[src/rtl/baqe_pkg.sv]
`timescale 1ns / 1ps

package baqe_pkg;

    localparam int DEF_QUEUE_SLOTS = 16;

    localparam logic [3:0] MAX_ENTRIES_RESET = 4'd15;

    // Request codes carried in req_type.
    localparam logic [1:0] REQ_ADMIT  = 2'd0;
    localparam logic [1:0] REQ_EXPIRE = 2'd1;
    localparam logic [1:0] REQ_POP    = 2'd2;
    localparam logic [1:0] REQ_NONE   = 2'd3;

    typedef struct packed {
        logic [1:0]  req_type;
        logic [15:0] action_payload;
        logic        entry_evictable;
        logic [31:0] time_stamp;
        logic [31:0] window_len;
    } req_beat_t;

    typedef struct packed {
        logic [3:0]  removed_count;
        logic        pop_valid;
        logic [15:0] pop_payload;
        logic        pop_evictable;
        logic [4:0]  occupancy;
    } rsp_beat_t;

    // One queue slot as it is held in the slot memory.
    typedef struct packed {
        logic [15:0] payload;
        logic        evictable;
        logic [31:0] time_stamp;
    } slot_entry_t;

endpackage

[src/rtl/baqe_slot_ram.sv]
`timescale 1ns / 1ps

module baqe_slot_ram
    import baqe_pkg::*;
#(
    parameter int DEPTH = DEF_QUEUE_SLOTS,
    parameter int AW    = (DEPTH > 1) ? $clog2(DEPTH) : 1
)
(
    input  logic          clk,
    input  logic          we,
    input  logic [AW-1:0] waddr,
    input  slot_entry_t   wdata,
    input  logic          re,
    input  logic [AW-1:0] raddr,
    output slot_entry_t   rdata
);

    slot_entry_t mem [DEPTH];
    slot_entry_t rdata_reg;

    // One write port and one read port; read data is registered, appearing in the cycle after the read.
    always_ff @(posedge clk)
    begin
        if (we)
        begin
            mem[waddr] <= wdata;
        end
        if (re)
        begin
            rdata_reg <= mem[raddr];
        end
    end

    assign rdata = rdata_reg;

endmodule

[src/rtl/bounded_action_queue_evict.sv]
`timescale 1ns / 1ps

// Channel    Direction  Handshake               Beat
// req        in         req_valid / req_ready   req_beat_t (admit, expire, pop)
// rsp        out        rsp_valid / rsp_ready   rsp_beat_t (one per request)
// cfg        in         cfg_we, no wait         cfg_wdata = max_entries
//
// One request is worked at a time. An admit without eviction goes straight to
// the finish step; an admit with eviction walks the slot memory twice over all
// entries including the new one (count evictable entries, then compact), and
// expire and pop walk it at most once. The slot memory has a single read port,
// and a walk reads one slot per cycle.
// Reset clears the entry count, not the slot contents; those need no clearing pass.
// A held result does not block acceptance of the next request; that request's
// finish step waits for it, and req_ready stays low meanwhile.

module bounded_action_queue_evict
    import baqe_pkg::*;
#(
    parameter int QUEUE_SLOTS = DEF_QUEUE_SLOTS
)
(
    input  logic       clk,
    input  logic       rst_n,
    input  logic       req_valid,
    output logic       req_ready,
    input  req_beat_t  req,
    output logic       rsp_valid,
    input  logic       rsp_ready,
    output rsp_beat_t  rsp,
    input  logic       cfg_we,
    input  logic [3:0] cfg_wdata
);

    localparam int AW = (QUEUE_SLOTS > 1) ? $clog2(QUEUE_SLOTS) : 1;
    localparam int CW = $clog2(QUEUE_SLOTS + 1);
    localparam int BW = (CW > 4) ? CW : 4;
    localparam logic [BW-1:0] BOUND_CAP = BW'(QUEUE_SLOTS - 1);

    typedef enum logic [1:0] {
        ST_IDLE,
        ST_COUNT,
        ST_COMPACT,
        ST_FINISH
    } state_t;

    state_t        state_reg, state_next;
    logic [1:0]    op_reg, op_next;
    logic [31:0]   ts_reg, ts_next;
    logic [31:0]   win_reg, win_next;
    logic [3:0]    max_reg;
    logic [CW-1:0] cnt_reg, cnt_next;
    logic [CW-1:0] scan_cnt_reg, scan_cnt_next;
    logic [CW-1:0] iss_reg, iss_next;
    logic          rd_vld_reg, rd_vld_next;
    logic [CW-1:0] rd_idx_reg, rd_idx_next;
    logic [CW-1:0] wr_ptr_reg, wr_ptr_next;
    logic [CW-1:0] drop_reg, drop_next;
    logic [CW-1:0] ev_tot_reg, ev_tot_next;
    logic [CW-1:0] ev_seen_reg, ev_seen_next;
    logic [CW-1:0] ne_seen_reg, ne_seen_next;
    logic [CW-1:0] k_reg, k_next;
    logic          k_le_e_reg, k_le_e_next;
    logic          pop_vld_reg, pop_vld_next;
    logic [15:0]   pop_pay_reg, pop_pay_next;
    logic          pop_ev_reg, pop_ev_next;
    rsp_beat_t     rsp_reg, rsp_next;
    logic          rsp_valid_reg, rsp_valid_next;

    logic          mem_we;
    logic [AW-1:0] mem_waddr;
    slot_entry_t   mem_wdata;
    logic          mem_re;
    logic [AW-1:0] mem_raddr;
    slot_entry_t   mem_rdata;

    logic [BW-1:0] bound_w;
    logic [CW-1:0] bound;
    logic [CW-1:0] cnt_plus;
    logic          is_last;
    logic [31:0]   age;
    logic [CW:0]   ne_sum;
    logic          drop_sel;

    baqe_slot_ram #(
        .DEPTH (QUEUE_SLOTS),
        .AW    (AW)
    ) u_slot_ram (
        .clk   (clk),
        .we    (mem_we),
        .waddr (mem_waddr),
        .wdata (mem_wdata),
        .re    (mem_re),
        .raddr (mem_raddr),
        .rdata (mem_rdata)
    );

    // Bound in use: a zero setting acts as one, and the bound never exceeds
    // the slot count less one, so an admit always finds a free slot.
    always_comb
    begin
        bound_w = (max_reg == 4'd0) ? BW'(1) : BW'(max_reg);
        if (bound_w > BOUND_CAP)
        begin
            bound_w = BOUND_CAP;
        end
    end

    assign bound    = CW'(bound_w);
    assign cnt_plus = cnt_reg + CW'(1);
    assign is_last  = (rd_idx_reg == scan_cnt_reg - CW'(1));
    assign age      = ts_reg - mem_rdata.time_stamp;
    assign ne_sum   = {1'b0, ne_seen_reg} + {1'b0, ev_tot_reg};

    // Drop decision for the slot whose read data is present this cycle. The
    // newest entry always survives admit and expire. For an admit that must
    // remove k entries: with at least k evictable entries ahead of the newest,
    // the first k of them go; otherwise every evictable one goes, and the
    // remaining removals take the oldest non-evictable entries in order.
    always_comb
    begin
        case (op_reg)
            REQ_ADMIT:
            begin
                if (is_last)
                begin
                    drop_sel = 1'b0;
                end
                else if (k_le_e_reg)
                begin
                    drop_sel = mem_rdata.evictable && (ev_seen_reg < k_reg);
                end
                else
                begin
                    drop_sel = mem_rdata.evictable || (ne_sum < {1'b0, k_reg});
                end
            end
            REQ_EXPIRE:
            begin
                drop_sel = !is_last && mem_rdata.evictable && (age > win_reg);
            end
            REQ_POP:
            begin
                drop_sel = (rd_idx_reg == '0);
            end
            default:
            begin
                drop_sel = 1'b0;
            end
        endcase
    end

    always_comb
    begin
        state_next     = state_reg;
        op_next        = op_reg;
        ts_next        = ts_reg;
        win_next       = win_reg;
        cnt_next       = cnt_reg;
        scan_cnt_next  = scan_cnt_reg;
        iss_next       = iss_reg;
        rd_vld_next    = 1'b0;
        rd_idx_next    = rd_idx_reg;
        wr_ptr_next    = wr_ptr_reg;
        drop_next      = drop_reg;
        ev_tot_next    = ev_tot_reg;
        ev_seen_next   = ev_seen_reg;
        ne_seen_next   = ne_seen_reg;
        k_next         = k_reg;
        k_le_e_next    = k_le_e_reg;
        pop_vld_next   = pop_vld_reg;
        pop_pay_next   = pop_pay_reg;
        pop_ev_next    = pop_ev_reg;
        rsp_next       = rsp_reg;
        rsp_valid_next = rsp_valid_reg && !rsp_ready;

        mem_we    = 1'b0;
        mem_waddr = wr_ptr_reg[AW-1:0];
        mem_wdata = mem_rdata;
        mem_re    = 1'b0;
        mem_raddr = iss_reg[AW-1:0];

        unique case (state_reg)
            ST_IDLE:
            begin
                if (req_valid)
                begin
                    op_next       = req.req_type;
                    ts_next       = req.time_stamp;
                    win_next      = req.window_len;
                    iss_next      = '0;
                    wr_ptr_next   = '0;
                    drop_next     = '0;
                    ev_tot_next   = '0;
                    ev_seen_next  = '0;
                    ne_seen_next  = '0;
                    pop_vld_next  = 1'b0;
                    pop_pay_next  = '0;
                    pop_ev_next   = 1'b0;
                    scan_cnt_next = cnt_reg;
                    state_next    = ST_FINISH;
                    unique case (req.req_type)
                        REQ_ADMIT:
                        begin
                            // Append at the tail; the count stays below the
                            // slot count, so the address always fits.
                            mem_we              = 1'b1;
                            mem_waddr           = cnt_reg[AW-1:0];
                            mem_wdata.payload   = req.action_payload;
                            mem_wdata.evictable = req.entry_evictable;
                            mem_wdata.time_stamp = req.time_stamp;
                            cnt_next            = cnt_plus;
                            scan_cnt_next       = cnt_plus;
                            k_next              = cnt_plus - bound;
                            if (cnt_plus > bound)
                            begin
                                state_next = ST_COUNT;
                            end
                        end
                        REQ_EXPIRE:
                        begin
                            if (cnt_reg > CW'(1))
                            begin
                                state_next = ST_COMPACT;
                            end
                        end
                        REQ_POP:
                        begin
                            if (cnt_reg != '0)
                            begin
                                state_next = ST_COMPACT;
                            end
                        end
                        default:
                        begin
                            state_next = ST_FINISH;
                        end
                    endcase
                end
            end

            ST_COUNT, ST_COMPACT:
            begin
                if (iss_reg < scan_cnt_reg)
                begin
                    mem_re      = 1'b1;
                    rd_vld_next = 1'b1;
                    rd_idx_next = iss_reg;
                    iss_next    = iss_reg + CW'(1);
                end

                if (rd_vld_reg)
                begin
                    if (state_reg == ST_COUNT)
                    begin
                        if (mem_rdata.evictable && !is_last)
                        begin
                            ev_tot_next = ev_tot_reg + CW'(1);
                        end
                    end
                    else
                    begin
                        // Kept entries are written back at the write pointer,
                        // which never passes the slot just read, so no slot
                        // still to be read is overwritten.
                        if (drop_sel)
                        begin
                            drop_next = drop_reg + CW'(1);
                        end
                        else
                        begin
                            mem_we      = 1'b1;
                            wr_ptr_next = wr_ptr_reg + CW'(1);
                        end
                        if (mem_rdata.evictable)
                        begin
                            ev_seen_next = ev_seen_reg + CW'(1);
                        end
                        else
                        begin
                            ne_seen_next = ne_seen_reg + CW'(1);
                        end
                        if (op_reg == REQ_POP && rd_idx_reg == '0)
                        begin
                            pop_vld_next = 1'b1;
                            pop_pay_next = mem_rdata.payload;
                            pop_ev_next  = mem_rdata.evictable;
                        end
                    end
                end

                if (iss_reg == scan_cnt_reg && !rd_vld_reg)
                begin
                    if (state_reg == ST_COUNT)
                    begin
                        iss_next    = '0;
                        k_le_e_next = (k_reg <= ev_tot_reg);
                        state_next  = ST_COMPACT;
                    end
                    else
                    begin
                        cnt_next   = wr_ptr_reg;
                        state_next = ST_FINISH;
                    end
                end
            end

            ST_FINISH:
            begin
                if (!rsp_valid_reg || rsp_ready)
                begin
                    // The entry a pop returns is not reported as removed.
                    rsp_next.removed_count = (op_reg == REQ_POP) ? 4'd0 : 4'(drop_reg);
                    rsp_next.pop_valid     = pop_vld_reg;
                    rsp_next.pop_payload   = pop_pay_reg;
                    rsp_next.pop_evictable = pop_ev_reg;
                    rsp_next.occupancy     = 5'(cnt_reg);
                    rsp_valid_next         = 1'b1;
                    state_next             = ST_IDLE;
                end
            end

            default:
            begin
                state_next = ST_IDLE;
            end
        endcase
    end

    always_ff @(posedge clk or negedge rst_n)
    begin
        if (!rst_n)
        begin
            state_reg     <= ST_IDLE;
            op_reg        <= REQ_NONE;
            ts_reg        <= '0;
            win_reg       <= '0;
            max_reg       <= MAX_ENTRIES_RESET;
            cnt_reg       <= '0;
            scan_cnt_reg  <= '0;
            iss_reg       <= '0;
            rd_vld_reg    <= 1'b0;
            rd_idx_reg    <= '0;
            wr_ptr_reg    <= '0;
            drop_reg      <= '0;
            ev_tot_reg    <= '0;
            ev_seen_reg   <= '0;
            ne_seen_reg   <= '0;
            k_reg         <= '0;
            k_le_e_reg    <= 1'b0;
            pop_vld_reg   <= 1'b0;
            pop_pay_reg   <= '0;
            pop_ev_reg    <= 1'b0;
            rsp_reg       <= '0;
            rsp_valid_reg <= 1'b0;
        end
        else
        begin
            state_reg     <= state_next;
            op_reg        <= op_next;
            ts_reg        <= ts_next;
            win_reg       <= win_next;
            if (cfg_we)
            begin
                max_reg <= cfg_wdata;
            end
            cnt_reg       <= cnt_next;
            scan_cnt_reg  <= scan_cnt_next;
            iss_reg       <= iss_next;
            rd_vld_reg    <= rd_vld_next;
            rd_idx_reg    <= rd_idx_next;
            wr_ptr_reg    <= wr_ptr_next;
            drop_reg      <= drop_next;
            ev_tot_reg    <= ev_tot_next;
            ev_seen_reg   <= ev_seen_next;
            ne_seen_reg   <= ne_seen_next;
            k_reg         <= k_next;
            k_le_e_reg    <= k_le_e_next;
            pop_vld_reg   <= pop_vld_next;
            pop_pay_reg   <= pop_pay_next;
            pop_ev_reg    <= pop_ev_next;
            rsp_reg       <= rsp_next;
            rsp_valid_reg <= rsp_valid_next;
        end
    end

    assign req_ready = (state_reg == ST_IDLE);
    assign rsp_valid = rsp_valid_reg;
    assign rsp       = rsp_reg;

    // The queue never holds a full set of slots between requests.
    a_cnt_below_slots: assert property (@(posedge clk) disable iff (!rst_n)
        (state_reg == ST_IDLE) |-> (cnt_reg <= CW'(QUEUE_SLOTS - 1)))
        else $error("entry count reached the slot count");

    // A compaction write-back never lands beyond the slot being processed.
    a_wb_behind_read: assert property (@(posedge clk) disable iff (!rst_n)
        (state_reg == ST_COMPACT && mem_we) |-> (wr_ptr_reg <= rd_idx_reg))
        else $error("compaction write passed the read position");

    // After an admit the entry count respects the bound in use.
    a_admit_bound: assert property (@(posedge clk) disable iff (!rst_n)
        (state_reg == ST_FINISH && op_reg == REQ_ADMIT) |-> (cnt_reg <= bound))
        else $error("admit left more entries than the bound");

    // A pop removes exactly the entry it returns, and nothing otherwise.
    a_pop_single: assert property (@(posedge clk) disable iff (!rst_n)
        (state_reg == ST_FINISH && op_reg == REQ_POP) |-> (drop_reg == CW'(pop_vld_reg)))
        else $error("pop removed a wrong number of entries");

endmodule
[config.mk]
export PLATFORM = sky130hd
export DESIGN_NAME = bounded_action_queue_evict
export DESIGN_NICKNAME = d
export VERILOG_FILES = /design/src/rtl/baqe_pkg.sv /design/src/rtl/baqe_slot_ram.sv /design/src/rtl/bounded_action_queue_evict.sv
export SDC_FILE = /design/constraint.sdc
export NUM_CORES = 1
export LEC_CHECK = 0
export BUFFER_PORTS_ARGS = -buffer_cell sky130_fd_sc_hd__buf_2
export CORE_ASPECT_RATIO = 0.9
export CORE_MARGIN = 2
export CORE_UTILIZATION = 35
export CTS_CLUSTER_DIAMETER = 80
export DETAILED_ROUTE_END_ITERATION = 8
export PLACE_DENSITY = 0.5
export SETUP_SLACK_MARGIN = 0.5
export SYNTH_ARGS = -nofsm -noshare
export SYNTH_HDL_FRONTEND = slang
export SYNTH_SLANG_ARGS = --single-unit
[constraint.sdc]
create_clock -name clk -period 25.1 [get_ports clk]
set_input_delay 5.02 -clock clk [delete_from_list [all_inputs] [get_ports clk]]
set_output_delay 5.02 -clock clk [all_outputs]
set_load 0.03 [all_outputs]
== Yosys cells after proc, flatten, opt, wreduce, memory -nomap -nowiden ==
Memory sizes are Yosys's and may differ from the RTL's. A register that Yosys moved wholly into a read port is not among the register bits.
Index checks and enable logic that the tools add are counted.

* Add/subtract/negate cells: 11
* Order comparisons: 8
* Equal/unequal tests: 21
* Multiplexer cells: 77
* Reduce and logical (&&, ||, !) cells: 34

{| class="wikitable"
|+ Operators with widths
! cell !! count
|-
| $mux 49 || 3
|-
| $mux 5 || 23
|-
| $pmux 5 s2 || 7
|-
| $mux 16 || 4
|-
| $add 5x1->5 const B || 7
|-
| $gt 32x32->1 || 1
|-
| $pmux 16 s2 || 1
|-
| $sub 32x32->32 || 1
|-
| $reduce_and 5->1 || 6
|-
| $mux 4 || 6
|-
| $mux 1 || 23
|-
| $ne 2x2->1 const B || 11
|-
| $pmux 2 s3 || 2
|-
| $eq 5x5->1 || 2
|-
| $lt 5x5->1 || 2
|-
| $reduce_and 3->1 || 3
|-
| $eq 2x2->1 const B || 4
|-
| $mux 2 || 4
|-
| $reduce_and 2->1 || 4
|-
| $add 5x5->6 || 1
|-
| $eq 2x1->1 const B || 3
|-
| $logic_and 1x1->1 || 6
|-
| $logic_not 2->1 || 3
|-
| $lt 6x5->1 || 1
|-
| other kinds (17) || 23
|}

* Flip-flop bits (word level): 170
* Memory bits (writable): 784
* Input port bits: 92
* Output and inout bits: 29
* Logic and storage cells: 178
* Memories: 1

{| class="wikitable"
|+ Memory list
! memory !! words !! bits a word !! read ports !! clocked after memory_dff !! write ports !! line !! text
|-
| u_slot_ram.mem || 16 || 49 || 1 || 1 || 1 || baqe_slot_ram.sv:19 || <nowiki>slot_entry_t mem [DEPTH];</nowiki>
|}

== Logic depth before layout (Yosys ltp) ==
* Word-level depth: 12
* Gate-level depth with buffers: 23
* Mapped depth without buffers: 23

== Modules after synthesis ==
A second synthesis with hierarchy kept.

* Cell total of the unflattened synthesis: 2416
* Area, all modules: 41966.5 µm²

{| class="wikitable"
|+ Modules (own cells, without submodules)
! module !! instances !! cells an instance !! area each (µm²) !! seq. area each (µm²)
|-
| baqe_slot_ram || 1 || 1268 || 30827.1 || 25014.0
|-
| bounded_action_queue_evict || 1 || 1148 || 11139.4 || 4236.6
|}

== Worst setup path before layout ==
Ideal clock, no wire load.

* Path kind: input to register
* Start: input req[81] (netlist name)
* End: memory u_slot_ram.mem[13][0] (netlist name) (enable)
* Library setup time: 0.577 ns
* Arrival: 10.554 ns
* Data required time: 24.523 ns
* Slack: 13.970 ns
* Stages: 6
* Buffers on the path: 1
* Cells stage by stage: inv_1 -> ha_1 -> nand3_1 -> clkbuf_1 -> a31oi_1 -> nor4_1

* Word-level cells in the longest chain between the ends: 6
* Elaborated cells between the ends (all ways): 9
* Those cells by class: mux: 8; reduce/logical: 1

{| class="wikitable"
|+ RTL lines
! element !! line !! text
|-
| start, declared || bounded_action_queue_evict.sv:27 || <nowiki>input req_beat_t req,</nowiki>
|-
| $logic_not 2->1 (*) || bounded_action_queue_evict.sv:202 || <nowiki>unique case (req.req_type)</nowiki>
|-
| $mux 1 || bounded_action_queue_evict.sv:202 ||
|-
| $mux 1 || bounded_action_queue_evict.sv:186 || <nowiki>if (req_valid)</nowiki>
|-
| $pmux 1 s2 || bounded_action_queue_evict.sv:183 || <nowiki>unique case (state_reg)</nowiki>
|-
| $mux 1 || baqe_slot_ram.sv:25 || <nowiki>if (we)</nowiki>
|-
| $mux 1 (implied by the code) || baqe_slot_ram.sv:27 || <nowiki>mem[waddr] <= wdata;</nowiki>
|-
| end, declared || baqe_slot_ram.sv:19 ||
|}

Mark *: on every way between the ends. The rest lies on a longest branch, timed or not.

== Worst setup path in the final report ==
* Start: input req[81] (netlist name)
* End: memory u_slot_ram.mem[14][8] (netlist name) (enable)

The elaborated chain is that of the path after synthesis.

==> reports/metrics.cfg <==
[outcome]
status = finished clean

[sta]
setup_viol_count_final = 0
grt_setup_unrepaired = false
finalSetupTns_ps = 0
fin_worst_skew_ps = 30.1
timing.slew.headroom = 0.251
max_freq_ghz = 0.118
maxSlewViolCount = 0
period_share = 0.337
min_period_ps = 8470
worst_pin_slew_ps = 1120
hold_viol = 0

[finish]
nFillCells = 10700
largest_reg_flops = 784
drive_gt1_frac = 0.297
area_growth_pct = 15.4
fin_nets = 2647

[clock_tree]
cts_tree = built
clk_latency_ps = 720
cts_resized = 0
cts_buffers = 107
ctsHoldBuffers = 0
ctsLongestPathBuffers = 3
post_cts_buffers = 0
clk_pin_slew_ps = 70
cts_sinks = 1002
root_buffer = clkbuf_16
h-tree-depth = 3

[logic_synthesis]
synth_commonest_cells = edfxtp_1, mux4_2, dfrtp_1, mux2_2, ha_1
synth-edff-count = 833
synthTopCellsByArea = edfxtp_1, mux4_2, dfrtp_1
yosysWarnings = 0
synth_ff_type = edfxtp_1
synth_area_sq_um = 42000
synth-seq-area-share = 0.697
synth.distinct_cells = 70
postSynthAreaPerCell_sq_um = 18.5
synth_seq_cells = 1002
synth_top_cell_area_share = 0.596
async_reset_ff_frac = 0.169
syn_inst = 2272
synth_area_leader_cell = edfxtp_1
yosysMostFrequentCell = edfxtp_1
syn_nets = 2475

[global_routing]
grt_pass1_vias = 22900
antenna_found_initial = 1
grt_usage = 0.176
overflow = 0
grt_pass1_wl_mm = 158
grt_max_degree = 65

[drt]
ant_nets = 0
firstDrtPassIters = 4
wl_per_cell_um = 26.0
wl_mm = 107
avgViaCountPerCell = 5.26
drc = 0
via_count = 21700
drt_iter0_markers = 1848

[power]
p_per_area_nw_per_um2 = 134
irDropWorstVdd_mv = 0.0673
p_leak_nw = 16.9
finalPower_mw = 6.47

[setup_path]
critPathRequiredTime_ps = 25440
cpPeakStageDelay_ps = 760
cp_max_fo = 35
path_cells = buf_2 > inv_1 > ha_1 > nand3_4 > nor3_1 > a31oi_1 > or3_1 > nor2_4 > buf_4
crit_type = input port to flop
setup.worst_path.start_class = input port
cp-end-kind = flop
arrival_ps = 8800
cp_slowest_cell = nor2_4

[run]
max_cap_violations = 0

[floorplan]
start_util = 0.353
fp.dieArea_sq_um = 123000
core.rowCount = 120
die_h_um = 332
core_sq_um = 119000
die_w_um = 369
num_io_pins = 121

[place]
place.port_buffers = 120
hpwl_mm = 63.0
gp_congestion = 0.783

[min_path]
hold_path_class = flop to flop

==> per-layer routing <==
metal | global-route usage | part of all wire | routed length [um]
met5 | 0 | 0 | 0
met4 | 0.0480 | 0.025 | 2640
met3 | 0.0272 | 0.039 | 4160
met2 | 0.284 | 0.48 | 51800
met1 | 0.248 | 0.45 | 48700
==> cells in the final DEF (no fill, tap or decap), types with 27 or more instances in the layout <==
cell / n
xnor2_1: 30
mux2_2: 142
inv_1: 104
buf_4: 39
edfxtp_1: 833
mux4_2: 245
o21ai_0: 57
dfrtp_1: 159
clkbuf_1: 29
clkbuf_16: 108
a21o_1: 27
nor2_1: 52
ha_1: 108
buf_2: 119
a21oi_1: 63
nand2_1: 77
==> metrics by stage <==
stage,worst slack (ps),cells,hold slack (ps),utilization,cell area [sq um]
after floorplan,13970,2272,446,-,42000
after global placement,15800,3921,473,0.375,44600
after detailed placement,15860,3921,476,0.375,44600
after CTS,16620,4123,491,0.407,48400
after global routing,16370,4123,516,0.407,48400
final,16630,4124,481,0.407,48400
==> cell families after synthesis <==
| family | Yosys count | share of synthesized area |
|---|---|---|
| xor+xnor | 54 | 0.0113 |
| compound gates | 244 | 0.0384 |
| mux | 392 | 0.171 |
| flops | 1002 | 0.697 |
| fa+ha+maj | 111 | 0.0336 |
| simple gates | 267 | 0.0305 |
| buf+inv | 202 | 0.0181 |
==> critical path: cells and delay by family <==
family	cells	cell delay (ps)
buffers and inverters	3	890
AND/OR/NAND/NOR	4	2170
AO/OA/AOI/OAI	1	150
adder cells (fa/ha/maj)	1	490
==> area by class of cell <==
class                           instances  area [sq um]  area share
Antenna cell                            1          2.50   0.0000517
Clock buffer                          147          2950      0.0609
Clock inverter                         55           817      0.0169
Inverter                              106           398     0.00822
Multi-Input combinational cell       1068         12100       0.250
Sequential cell                      1002         29300       0.605
Tap cell                             1586          1980      0.0410
Timing Repair Buffer                  159           902      0.0186
==> final timing paths <==
| kind | start | endpoint | slack (ps) | cells past startpoint |
|---|---|---|---|---|
| setup / recovery | req[81] | u_slot_ram.mem[14][8] | 16630 | 9 |
| hold / removal | rsp[1] | rsp[1] | 480 | 2 |
| setup reg to reg | ts_reg[0] | u_slot_ram.mem[14][8] | 17540 | 19 |
| hold reg to reg | rsp[1] | rsp[1] | 480 | 2 |
| max in group asynchronous | rst_n | rsp[7] | 18710 | 3 |
| min in group asynchronous | rst_n | win_reg[0] | 4300 | 1 |
==> report_power, final <==
group | leakage [nW] | internal, mW | switching, mW | total, mW
clock network | 1.83 | 1.00 | 0.673 | 1.68
registers | 9.65 | 2.27 | 0.171 | 2.44
logic | 5.38 | 0.949 | 1.41 | 2.36
total | 16.9 | 4.22 | 2.25 | 6.47
(Power assumes the default switching activity.)
